`src/hdl/extension_field_multiply_unit_macros.svh`:
```
// Assertion helpers shared by the RTL.
`ifndef EXTENSION_FIELD_MULTIPLY_UNIT_MACROS_SVH
`define EXTENSION_FIELD_MULTIPLY_UNIT_MACROS_SVH

// Consequent must hold in the same cycle as the antecedent.
`define EFMU_ASSERT_SAME(lbl, clk, rst, ante, cons, msg) \
   lbl: assert property (@(posedge clk) disable iff (rst) (ante) |-> (cons)) else $error(msg);

// Consequent must hold in the cycle after the antecedent.
`define EFMU_ASSERT_NEXT(lbl, clk, rst, ante, cons, msg) \
   lbl: assert property (@(posedge clk) disable iff (rst) (ante) |=> (cons)) else $error(msg);

`endif

```
`src/hdl/efmu_pkg.sv`:
```
package efmu_pkg;

   localparam int DEF_MAX_DEGREE = 8;
   localparam int DEF_COEF_BITS  = 50;
   localparam int CSR_W          = 64;
   localparam int CSR_IDX_W      = 2;
   localparam int DEG_W          = 4;
   localparam int STEP_W         = 7;

   localparam logic [CSR_W-1:0] MODULUS_RESET = 64'd1125899906842597;
   localparam logic [DEG_W-1:0] DEGREE_RESET  = 4'd8;

   typedef enum logic [CSR_IDX_W-1:0] {
      CSR_MODULUS = 2'd0,
      CSR_WRAP    = 2'd1,
      CSR_DEGREE  = 2'd2
   } csr_reg_type;

   typedef enum logic {
      OP_REDUCE = 1'b0,
      OP_MULMOD = 1'b1
   } mod_op_type;

   typedef struct packed {
      logic       start;
      mod_op_type op;
   } mod_cmd_type;

   typedef struct packed {
      logic busy;
      logic done;
   } mod_stat_type;

   typedef enum logic [4:0] {
      ST_IDLE,
      ST_LA_GO,
      ST_LA_WAIT,
      ST_LB_GO,
      ST_LB_WAIT,
      ST_WRAP_GO,
      ST_WRAP_WAIT,
      ST_READ,
      ST_RA_GO,
      ST_RA_WAIT,
      ST_RB_GO,
      ST_RB_WAIT,
      ST_WM_GO,
      ST_WM_WAIT,
      ST_AM_GO,
      ST_AM_WAIT,
      ST_ACCUM
   } state_type;

endpackage

```
`src/hdl/efmu_store.sv`:
```
module efmu_store #(
   parameter int MAX_DEGREE = efmu_pkg::DEF_MAX_DEGREE,
   parameter int COEF_BITS  = efmu_pkg::DEF_COEF_BITS,
   parameter int IDX_BITS   = 3
) (
   input  logic                 clock,
   input  logic                 wr_en,
   input  logic [IDX_BITS-1:0]  wr_addr,
   input  logic [COEF_BITS-1:0] wr_a,
   input  logic [COEF_BITS-1:0] wr_b,
   input  logic                 rd_en,
   input  logic [IDX_BITS-1:0]  rd_addr_a,
   input  logic [IDX_BITS-1:0]  rd_addr_b,
   output logic [COEF_BITS-1:0] rd_a,
   output logic [COEF_BITS-1:0] rd_b
);
   import efmu_pkg::*;

   logic [COEF_BITS-1:0] a_mem [MAX_DEGREE];
   logic [COEF_BITS-1:0] b_mem [MAX_DEGREE];
   logic [COEF_BITS-1:0] rd_a_ff;
   logic [COEF_BITS-1:0] rd_b_ff;

   always_ff @(posedge clock) begin
      if (wr_en) begin
         a_mem[wr_addr] <= wr_a;
         b_mem[wr_addr] <= wr_b;
      end
      // hold read data until the next read
      if (rd_en) begin
         rd_a_ff <= a_mem[rd_addr_a];
         rd_b_ff <= b_mem[rd_addr_b];
      end
   end

   assign rd_a = rd_a_ff;
   assign rd_b = rd_b_ff;

endmodule

```
`src/hdl/efmu_modunit.sv`:
```
module efmu_modunit #(
   parameter int COEF_BITS = efmu_pkg::DEF_COEF_BITS
) (
   input  logic                      clock,
   input  logic                      reset,
   input  efmu_pkg::mod_cmd_type     cmd,
   input  logic [efmu_pkg::CSR_W-1:0] x,
   input  logic [COEF_BITS-1:0]      y,
   input  logic [COEF_BITS-1:0]      q,
   output efmu_pkg::mod_stat_type    stat,
   output logic [COEF_BITS-1:0]      result
);
   import efmu_pkg::*;

   logic                 busy_ff, busy_in;
   logic                 done_ff, done_in;
   logic [STEP_W-1:0]    cnt_ff, cnt_in;
   logic [CSR_W-1:0]     src_ff, src_in;
   logic [COEF_BITS-1:0] mul_ff, mul_in;
   mod_op_type           op_ff, op_in;
   logic [COEF_BITS-1:0] r_ff, r_in;

   logic                 bit_cur;
   logic [COEF_BITS:0]   dbl;
   logic [COEF_BITS-1:0] dbl_red;
   logic [COEF_BITS-1:0] addend;
   logic [COEF_BITS:0]   sum;
   logic [COEF_BITS-1:0] r_step;

   // one bit a step: r = 2r mod q, then add the bit's share mod q
   always_comb begin
      bit_cur = src_ff[CSR_W-1];
      dbl     = {r_ff, 1'b0};
      dbl_red = (dbl >= {1'b0, q}) ? COEF_BITS'(dbl - {1'b0, q}) : dbl[COEF_BITS-1:0];
      if (op_ff == OP_REDUCE) begin
         addend = COEF_BITS'(bit_cur);
      end else begin
         addend = bit_cur ? mul_ff : '0;
      end
      sum    = {1'b0, dbl_red} + {1'b0, addend};
      r_step = (sum >= {1'b0, q}) ? COEF_BITS'(sum - {1'b0, q}) : sum[COEF_BITS-1:0];
   end

   always_comb begin
      busy_in = busy_ff;
      done_in = 1'b0;
      cnt_in  = cnt_ff;
      src_in  = src_ff;
      mul_in  = mul_ff;
      op_in   = op_ff;
      r_in    = r_ff;
      if (cmd.start && !busy_ff) begin
         busy_in = 1'b1;
         op_in   = cmd.op;
         r_in    = '0;
         mul_in  = x[COEF_BITS-1:0];
         if (cmd.op == OP_REDUCE) begin
            src_in = x;
            cnt_in = STEP_W'(CSR_W);
         end else begin
            src_in = {y, {(CSR_W-COEF_BITS){1'b0}}};
            cnt_in = STEP_W'(COEF_BITS);
         end
      end else if (busy_ff) begin
         r_in   = r_step;
         src_in = {src_ff[CSR_W-2:0], 1'b0};
         cnt_in = cnt_ff - STEP_W'(1);
         if (cnt_ff == STEP_W'(1)) begin
            busy_in = 1'b0;
            done_in = 1'b1;
         end
      end
   end

   always_ff @(posedge clock) begin
      if (reset) begin
         busy_ff <= 1'b0;
         done_ff <= 1'b0;
      end else begin
         busy_ff <= busy_in;
         done_ff <= done_in;
      end
      cnt_ff <= cnt_in;
      src_ff <= src_in;
      mul_ff <= mul_in;
      op_ff  <= op_in;
      r_ff   <= r_in;
   end

   assign stat.busy = busy_ff;
   assign stat.done = done_ff;
   assign result    = r_ff;

endmodule

```
`src/hdl/extension_field_multiply_unit.sv`:
```
// Multiplier in GF(q)[x]/(x^d - w). Load one coefficient pair per request
// (start high while busy is low). Each pair is reduced mod q on arrival on a
// single bit-serial modular unit, which keeps busy high until both of its
// coefficients are reduced, so a new request cannot be taken before the last
// pair is through. The d-th pair then starts the product: reduce w, then for
// each of the d*d terms read the memory, reduce the two stored coefficients
// again by the current q, multiply the b coefficient by the wrap factor when
// i > k, form the product, and accumulate. The d product coefficients come
// out on rsp_strobe, one cycle each, d terms apart, in index order 0 to d-1,
// with rsp_last_coef on the final one; busy falls in the cycle of that final
// strobe. The results cannot be stalled: capture each on the strobe. Write
// configuration only while busy is low; a degree write drops any partly
// loaded element.
`include "extension_field_multiply_unit_macros.svh"

module extension_field_multiply_unit #(
   parameter int MAX_DEGREE = efmu_pkg::DEF_MAX_DEGREE,
   parameter int COEF_BITS  = efmu_pkg::DEF_COEF_BITS,
   localparam int IDX_BITS  = (MAX_DEGREE > 1) ? $clog2(MAX_DEGREE) : 1
) (
   input  logic                           clock,
   input  logic                           reset,
   input  logic                           start,
   output logic                           busy,
   input  logic [COEF_BITS-1:0]           req_a_coef,
   input  logic [COEF_BITS-1:0]           req_b_coef,
   output logic                           rsp_strobe,
   output logic [COEF_BITS-1:0]           rsp_prod_coef,
   output logic [IDX_BITS-1:0]            rsp_coef_index,
   output logic                           rsp_last_coef,
   input  logic                           csr_we,
   input  logic [efmu_pkg::CSR_IDX_W-1:0] csr_index,
   input  logic [efmu_pkg::CSR_W-1:0]     csr_wdata
);
   import efmu_pkg::*;

   localparam int CNT_W = $clog2(MAX_DEGREE + 1);

   // configuration
   logic [COEF_BITS-1:0] modulus_ff;
   logic [CSR_W-1:0]     wrap_ff;
   logic [DEG_W-1:0]     degree_ff;

   // sequencer
   state_type            state_ff, state_in;
   logic [CNT_W-1:0]     fill_ff, fill_in;
   logic [CNT_W-1:0]     k_ff;
   logic [CNT_W-1:0]     i_ff;
   logic [COEF_BITS-1:0] acc_ff;
   logic [COEF_BITS-1:0] ws_ff;
   logic [COEF_BITS-1:0] av_ff;
   logic [COEF_BITS-1:0] bv_ff;
   logic [COEF_BITS-1:0] pv_ff;
   logic [COEF_BITS-1:0] prod_ff;

   // response register
   logic                 rsp_strobe_ff;
   logic [COEF_BITS-1:0] rsp_coef_ff;
   logic [IDX_BITS-1:0]  rsp_index_ff;
   logic                 rsp_last_ff;

   logic                 accept;
   logic                 store_we;
   logic                 last_load;
   logic [COEF_BITS-1:0] eff_q;
   logic [DEG_W-1:0]     deg_clip;
   logic [CNT_W-1:0]     eff_d;
   logic [CNT_W-1:0]     j_idx;
   logic                 wrapped;
   logic                 last_i;
   logic                 last_k;
   logic [COEF_BITS:0]   acc_sum;
   logic [COEF_BITS-1:0] acc_new;

   mod_cmd_type          mu_cmd;
   mod_stat_type         mu_stat;
   logic [CSR_W-1:0]     mu_x;
   logic [COEF_BITS-1:0] mu_y;
   logic [COEF_BITS-1:0] mu_res;
   logic                 rd_en;
   logic [COEF_BITS-1:0] rd_a;
   logic [COEF_BITS-1:0] rd_b;

   // a modulus of zero behaves as one; clamp the degree into 1..MAX_DEGREE
   always_comb begin
      eff_q = (modulus_ff == '0) ? COEF_BITS'(1) : modulus_ff;
      if (degree_ff == '0) begin
         deg_clip = DEG_W'(1);
      end else if (degree_ff > DEG_W'(MAX_DEGREE)) begin
         deg_clip = DEG_W'(MAX_DEGREE);
      end else begin
         deg_clip = degree_ff;
      end
      eff_d = CNT_W'(deg_clip);
   end

   assign busy      = (state_ff != ST_IDLE);
   assign accept    = start && !busy;
   // the reduced pair is written as the second reduction finishes
   assign store_we  = (state_ff == ST_LB_WAIT) && mu_stat.done;
   assign last_load = ((fill_ff + CNT_W'(1)) == eff_d);
   assign wrapped   = (i_ff > k_ff);
   assign last_i    = (i_ff == eff_d - CNT_W'(1));
   assign last_k    = (k_ff == eff_d - CNT_W'(1));
   assign j_idx     = (k_ff >= i_ff) ? (k_ff - i_ff) : (k_ff + eff_d - i_ff);
   assign acc_sum   = {1'b0, acc_ff} + {1'b0, prod_ff};
   assign acc_new   = (acc_sum >= {1'b0, eff_q}) ? COEF_BITS'(acc_sum - {1'b0, eff_q})
                                                 : acc_sum[COEF_BITS-1:0];

   // configuration writes
   always_ff @(posedge clock) begin
      if (reset) begin
         modulus_ff <= MODULUS_RESET[COEF_BITS-1:0];
         wrap_ff    <= '0;
         degree_ff  <= DEGREE_RESET;
      end else if (csr_we) begin
         unique case (csr_reg_type'(csr_index))
            CSR_MODULUS: modulus_ff <= csr_wdata[COEF_BITS-1:0];
            CSR_WRAP:    wrap_ff    <= csr_wdata;
            CSR_DEGREE:  degree_ff  <= csr_wdata[DEG_W-1:0];
            default:     ;
         endcase
      end
   end

   // fill count: restart on a degree write, wrap after the last pair
   always_comb begin
      fill_in = fill_ff;
      if (csr_we && (csr_reg_type'(csr_index) == CSR_DEGREE)) begin
         fill_in = '0;
      end else if (store_we) begin
         fill_in = last_load ? '0 : fill_ff + CNT_W'(1);
      end
   end

   // next state
   always_comb begin
      state_in = state_ff;
      unique case (state_ff)
         ST_IDLE:      if (accept) state_in = ST_LA_GO;
         ST_LA_GO:     state_in = ST_LA_WAIT;
         ST_LA_WAIT:   if (mu_stat.done) state_in = ST_LB_GO;
         ST_LB_GO:     state_in = ST_LB_WAIT;
         ST_LB_WAIT: begin
            if (mu_stat.done) state_in = last_load ? ST_WRAP_GO : ST_IDLE;
         end
         ST_WRAP_GO:   state_in = ST_WRAP_WAIT;
         ST_WRAP_WAIT: if (mu_stat.done) state_in = ST_READ;
         ST_READ:      state_in = ST_RA_GO;
         ST_RA_GO:     state_in = ST_RA_WAIT;
         ST_RA_WAIT:   if (mu_stat.done) state_in = ST_RB_GO;
         ST_RB_GO:     state_in = ST_RB_WAIT;
         ST_RB_WAIT: begin
            if (mu_stat.done) state_in = wrapped ? ST_WM_GO : ST_AM_GO;
         end
         ST_WM_GO:     state_in = ST_WM_WAIT;
         ST_WM_WAIT:   if (mu_stat.done) state_in = ST_AM_GO;
         ST_AM_GO:     state_in = ST_AM_WAIT;
         ST_AM_WAIT:   if (mu_stat.done) state_in = ST_ACCUM;
         ST_ACCUM:     state_in = (last_i && last_k) ? ST_IDLE : ST_READ;
         default:      state_in = ST_IDLE;
      endcase
   end

   // unit commands and memory reads
   always_comb begin
      mu_cmd.start = 1'b0;
      mu_cmd.op    = OP_REDUCE;
      mu_x         = '0;
      mu_y         = '0;
      rd_en        = 1'b0;
      unique case (state_ff)
         ST_LA_GO: begin
            mu_cmd.start = 1'b1;
            mu_x         = CSR_W'(av_ff);
         end
         ST_LB_GO: begin
            mu_cmd.start = 1'b1;
            mu_x         = CSR_W'(bv_ff);
         end
         ST_WRAP_GO: begin
            mu_cmd.start = 1'b1;
            mu_x         = wrap_ff;
         end
         ST_READ: begin
            rd_en = 1'b1;
         end
         ST_RA_GO: begin
            mu_cmd.start = 1'b1;
            mu_x         = CSR_W'(rd_a);
         end
         ST_RB_GO: begin
            mu_cmd.start = 1'b1;
            mu_x         = CSR_W'(rd_b);
         end
         ST_WM_GO: begin
            mu_cmd.start = 1'b1;
            mu_cmd.op    = OP_MULMOD;
            mu_x         = CSR_W'(ws_ff);
            mu_y         = bv_ff;
         end
         ST_AM_GO: begin
            mu_cmd.start = 1'b1;
            mu_cmd.op    = OP_MULMOD;
            mu_x         = CSR_W'(av_ff);
            mu_y         = pv_ff;
         end
         default: ;
      endcase
   end

   // control registers
   always_ff @(posedge clock) begin
      if (reset) begin
         state_ff      <= ST_IDLE;
         fill_ff       <= '0;
         rsp_strobe_ff <= 1'b0;
      end else begin
         state_ff      <= state_in;
         fill_ff       <= fill_in;
         rsp_strobe_ff <= (state_ff == ST_ACCUM) && last_i;
      end
   end

   // datapath registers: hold the raw pair, capture unit results, advance the term indexes
   always_ff @(posedge clock) begin
      if (accept) begin
         av_ff <= req_a_coef;
         bv_ff <= req_b_coef;
      end
      if (store_we && last_load) begin
         k_ff   <= '0;
         i_ff   <= '0;
         acc_ff <= '0;
      end
      if (mu_stat.done) begin
         unique case (state_ff)
            ST_LA_WAIT:   av_ff <= mu_res;
            ST_WRAP_WAIT: ws_ff <= mu_res;
            ST_RA_WAIT:   av_ff <= mu_res;
            ST_RB_WAIT: begin
               bv_ff <= mu_res;
               pv_ff <= mu_res;
            end
            ST_WM_WAIT:   pv_ff <= mu_res;
            ST_AM_WAIT:   prod_ff <= mu_res;
            default: ;
         endcase
      end
      if (state_ff == ST_ACCUM) begin
         if (last_i) begin
            rsp_coef_ff  <= acc_new;
            rsp_index_ff <= k_ff[IDX_BITS-1:0];
            rsp_last_ff  <= last_k;
            acc_ff       <= '0;
            i_ff         <= '0;
            k_ff         <= k_ff + CNT_W'(1);
         end else begin
            acc_ff <= acc_new;
            i_ff   <= i_ff + CNT_W'(1);
         end
      end
   end

   efmu_store #(
      .MAX_DEGREE (MAX_DEGREE),
      .COEF_BITS  (COEF_BITS),
      .IDX_BITS   (IDX_BITS)
   ) u_store (
      .clock     (clock),
      .wr_en     (store_we),
      .wr_addr   (fill_ff[IDX_BITS-1:0]),
      .wr_a      (av_ff),
      .wr_b      (mu_res),
      .rd_en     (rd_en),
      .rd_addr_a (i_ff[IDX_BITS-1:0]),
      .rd_addr_b (j_idx[IDX_BITS-1:0]),
      .rd_a      (rd_a),
      .rd_b      (rd_b)
   );

   efmu_modunit #(
      .COEF_BITS (COEF_BITS)
   ) u_modunit (
      .clock  (clock),
      .reset  (reset),
      .cmd    (mu_cmd),
      .x      (mu_x),
      .y      (mu_y),
      .q      (eff_q),
      .stat   (mu_stat),
      .result (mu_res)
   );

   assign rsp_strobe     = rsp_strobe_ff;
   assign rsp_prod_coef  = rsp_coef_ff;
   assign rsp_coef_index = rsp_index_ff;
   assign rsp_last_coef  = rsp_last_ff;

   `EFMU_ASSERT_NEXT(a_accept_busy, clock, reset, accept, busy, "request not taken")
   `EFMU_ASSERT_SAME(a_last_coef_idle, clock, reset, rsp_strobe_ff && rsp_last_ff, state_ff == ST_IDLE, "busy after last coefficient")
   `EFMU_ASSERT_SAME(a_unit_free, clock, reset, mu_cmd.start, !mu_stat.busy, "unit started while busy")

endmodule
```
`config.mk`:
```
export PLATFORM = sky130hd
export DESIGN_NAME = extension_field_multiply_unit
export DESIGN_NICKNAME = d
export VERILOG_FILES = /design/src/hdl/efmu_pkg.sv /design/src/hdl/efmu_store.sv /design/src/hdl/efmu_modunit.sv /design/src/hdl/extension_field_multiply_unit.sv
export VERILOG_INCLUDE_DIRS = /design/src /design/src/hdl
export SDC_FILE = /design/constraint.sdc
export NUM_CORES = 2
export LEC_CHECK = 0
export ABC_CLOCK_PERIOD_IN_PS = 31700
export BUFFER_PORTS_ARGS = -buffer_cell sky130_fd_sc_hd__buf_4
export CORE_ASPECT_RATIO = 2
export CORE_MARGIN = 2
export CORE_UTILIZATION = 55
export CTS_BUF_LIST = sky130_fd_sc_hd__clkbuf_8
export DETAILED_ROUTE_END_ITERATION = 16
export MAX_ROUTING_LAYER = met4
export PLACE_DENSITY_LB_ADDON = 0.2
export SKIP_CTS_REPAIR_TIMING = 1
export SYNTH_ARGS = -nofsm -noshare
export SYNTH_HDL_FRONTEND = slang
export SYNTH_SLANG_ARGS = --single-unit
export TNS_END_PERCENT = 10
```
`constraint.sdc`:
```
create_clock -name clock -period 31.7 [get_ports clock]
set_clock_uncertainty 0.1 [all_clocks]
set_input_delay 6.34 -clock clock [delete_from_list [all_inputs] [get_ports clock]]
set_output_delay 6.34 -clock clock [all_outputs]
set_load 0.01 [all_outputs]
```
==> flow_summary.ini <==
[status]
status = completed

[route]
viasPerCell = 6.611
via_count = 52969
antenna_left = 0
route.detailed.drc = 0
drt_wl_total_um = 249400
drt_iter0_markers = 5998
wl_per_cell_um = 31.13
firstDrtPassIters = 8

[floorplan]
initial_core_util = 0.5535
die_w_um = 264.7
dieArea_um2 = 139000
die_h_um = 525.3
io_pins = 226
coreArea_um2 = 135000
rows = 191

[placement]
dp.cells = 7616
gp_congestion = 1.029
place.port_buffers = 225
dpl.hpwl_um = 171200
placed_area_um2 = 78340

[cts]
cts_max_level = 4
cts-root-buf = clkbuf_8
clock_path_buffers = 4
cts_made_buffers = 216
worstSkewPairLatency_ns = 0.93
clock-sinks = 1564
path_clk_slew_ns = 0.07
cts_tree = built

[sta]
maxSlewHeadroom = 0.03769
fin_crit_sh = 0.3762
clock.fmax_mhz = 83.85
worstMarginPinSlew_ns = 1.428
rsz0062_at_grt = no
finalSetupTns_ns = 0
fin_hold_ws_ns = 0.3613
finalMaxSlewViolations = 0
fin_crit_ns = 11.93
finalHoldViolCount = 0
setup_violations = 0

[min_path]
hold_class = reg2reg
min_path_cells = 2
holdPathEnd = wrap_ff[52]
holdCritStartpoint = wrap_ff[52]

[global_routing]
track_usage = 0.3656
grt_max_degree = 101
antenna_found_initial = 8
grt_pass1_vias = 52900
overflow = 0
grt_pass1_wl_um = 356200

[worst_setup_path]
arrival_ns = 12.57
cp-end-kind = register
start_kind = register
critPathKind = reg2reg
r2r_cells = 33
r2r_setup_slack_ns = 19.77
r2r-end = u_modunit.result[6]
crit_fanout = 42
slowest_delay_ns = 0.77
cp_slowest_cell = nor4_4
required_ns = 32.34
r2r_start = modulus_ff[37]

[logic_synthesis]
yosys.cell_types.count = 91
yosysWarnings = 0
synthCells = 5881
ys_seq_area_frac = 0.5904
synth_ff_type = edfxtp_1
synth_nets = 6322
synth_area_per_cell_um2 = 12.71
syn_area_um2 = 74740
synth-seq-cells = 1564
synth_edf_count = 1280
synthArstFlopShare = 0

[flow_run]
maxCapViolCount = 0

[pwr]
power.density_nw_per_um2 = 73.38
p_leak_nw = 31.26
irDropWorstVdd_v = 0.00005049

[final_layout]
drive_above_1_share = 0.1575
final_cell_area_um2 = 82600
fill_cells = 10587
area_growth_pct = 10.52
final_cells = 8012
final_nets = 6538
cell usage after synthesis, types with 23 or more instances:
| library cell | n | area share |
|---|---|---|
| a211o_1 | 59 | 0.0069 |
| a211oi_1 | 46 | 0.0046 |
| a21o_1 | 139 | 0.014 |
| a21oi_1 | 429 | 0.029 |
| a221oi_1 | 54 | 0.0063 |
| a222oi_1 | 107 | 0.014 |
| a31oi_1 | 33 | 0.0028 |
| and2_1 | 53 | 0.0044 |
| and3_1 | 74 | 0.0062 |
| buf_1 | 42 | 0.0021 |
| clkbuf_1 | 266 | 0.013 |
| dfxtp_1 | 284 | 0.076 |
| edfxtp_1 | 1280 | 0.51 |
| ha_1 | 263 | 0.044 |
| inv_1 | 135 | 0.0068 |
| mux2_1 | 29 | 0.0044 |
| mux2_2 | 66 | 0.0099 |
| mux2i_1 | 140 | 0.019 |
| mux4_2 | 200 | 0.060 |
| nand2_1 | 631 | 0.032 |
| nand2b_1 | 27 | 0.0023 |
| nand3_1 | 99 | 0.0066 |
| nand4_1 | 69 | 0.0058 |
| nor2_1 | 387 | 0.019 |
| nor2b_1 | 31 | 0.0026 |
| nor3_1 | 55 | 0.0037 |
| nor4_1 | 25 | 0.0021 |
| o211ai_1 | 23 | 0.0023 |
| o21a_1 | 24 | 0.0024 |
| o21ai_0 | 263 | 0.018 |
| o21bai_1 | 39 | 0.0039 |
| xnor2_1 | 149 | 0.017 |
| xor2_1 | 96 | 0.011 |
sequential cells by signal (all words and copies together), names as in the netlist, 3 cells and up:
name and cells:
u_store.a_mem 400, u_store.b_mem 400, u_modunit.src_ff 64, wrap_ff 64
acc_ff 50, av_ff 50, bv_ff 50, modulus_ff 50
prod_ff 50, pv_ff 50, rsp_prod_coef 50, u_modunit.mul_ff 50
u_modunit.result 50, u_store.rd_a 50, u_store.rd_b 50, ws_ff 50
u_modunit.cnt_ff 7, state_ff 5, degree_ff 4, fill_ff 4
i_ff 4, k_ff 4, rsp_coef_index 3
where the power goes:
group	switching, mW	leakage (nW)	internal [mW]
Sequential	0.287	13.9	2.59
Clock	0.772	2.47	0.780
Combinational	1.07	14.9	0.564
Total	2.13	31.3	3.93
how the worst max path moves through the flow:
stage | startpoint | depth (start not counted) | end | slack [ns]
2_1_floorplan | state_ff[1] | 5 | u_store.a_mem[0][0] | 20.27
3_3_place_gp | modulus_ff[8] | 33 | u_modunit.result[5] | 18.30
3_5_place_dp | u_modunit.result[11] | 37 | u_modunit.result[6] | 20.04
4_1_cts | u_modunit.result[11] | 37 | u_modunit.result[6] | 20.06
5_1_grt | u_modunit.result[17] | 33 | u_modunit.result[16] | 19.51
6_report | modulus_ff[37] | 33 | u_modunit.result[6] | 19.77
stage by stage:
step                power [mW]    util  setup WS [ns]
floorplan                3.836       -          20.27
global placement         4.484  0.5800          18.30
detailed placement       4.510  0.5802          20.04
CTS                      6.045  0.6117          20.06
global route             6.283  0.6118          19.51
finish                   6.061  0.6118          19.77
worst max-delay path, delay by kind of cell (launching register included):
kind	cells	cell delay, ns
AOI/OAI and AO/OA	14	4.77
adders and majority gates	3	1.10
and+or+nand+nor	10	3.43
buffers and inverters	4	1.22
DFF	1	0.37
muxes	1	0.31
xor gates and xnor gates	1	0.21
placed cells by master, fill, tap and decap left out, types with 52 or more instances in the layout:
master    Yosys  final
and3_1       74     73
xor2_1       96     96
nor2_1      387    378
o21ai_0     263    261
edfxtp_1   1280   1280
a21o_1      139    139
mux2i_1     140    139
nand2_1     631    630
dfxtp_1     284    284
nand3_1      99     98
a21oi_1     429    428
a222oi_1    107    107
a211o_1      59     58
nand4_1      69     69
clkbuf_8      0    244
a221oi_1     54     54
inv_1       135    202
and2_1       53     52
ha_1        263    263
xnor2_1     149    148
mux4_2      200    200
mux2_2       66     66
buf_4         2    317
kinds of logic (layout without fill, tap and decap cells):
family                   after synthesis  in the layout  synth area share
AO/OA/AOI/OAI                       1388           1388            0.1239
XOR/XNOR                             245            245           0.02871
multiplexers                         447            447           0.09574
buffers and inverters                463            855           0.02481
adder cells (fa/ha/maj)              271            271           0.04617
flip-flops                          1564           1564            0.5904
AND/OR/NAND/NOR                     1503           1503           0.09027
other                                  0              2                 0
layout make-up:
cell class / count / area, um2 / share of cell area
flip-flops and latches: 1564 / 44120 / 0.5342
multi-input cells: 3854 / 29000 / 0.3511
clock buffers: 244 / 3358 / 0.04066
repair buffers: 325 / 2531 / 0.03064
well taps: 1737 / 2173 / 0.02631
clock inverters: 150 / 895.9 / 0.01085
inverters: 136 / 513.0 / 0.006210
diodes: 2 / 5.005 / 0.00006059
per-layer routing:
layer / global-route usage / vias to the layer above / part of all wire
li1: - / 23048 / -
met1: 0.4171 / 26335 / 0.35
met2: 0.6187 / 2926 / 0.50
met3: 0.04638 / 660 / 0.083
met4: 0.2145 / 0 / 0.069
met5: - / - / 0
(Power assumes the default switching activity.)
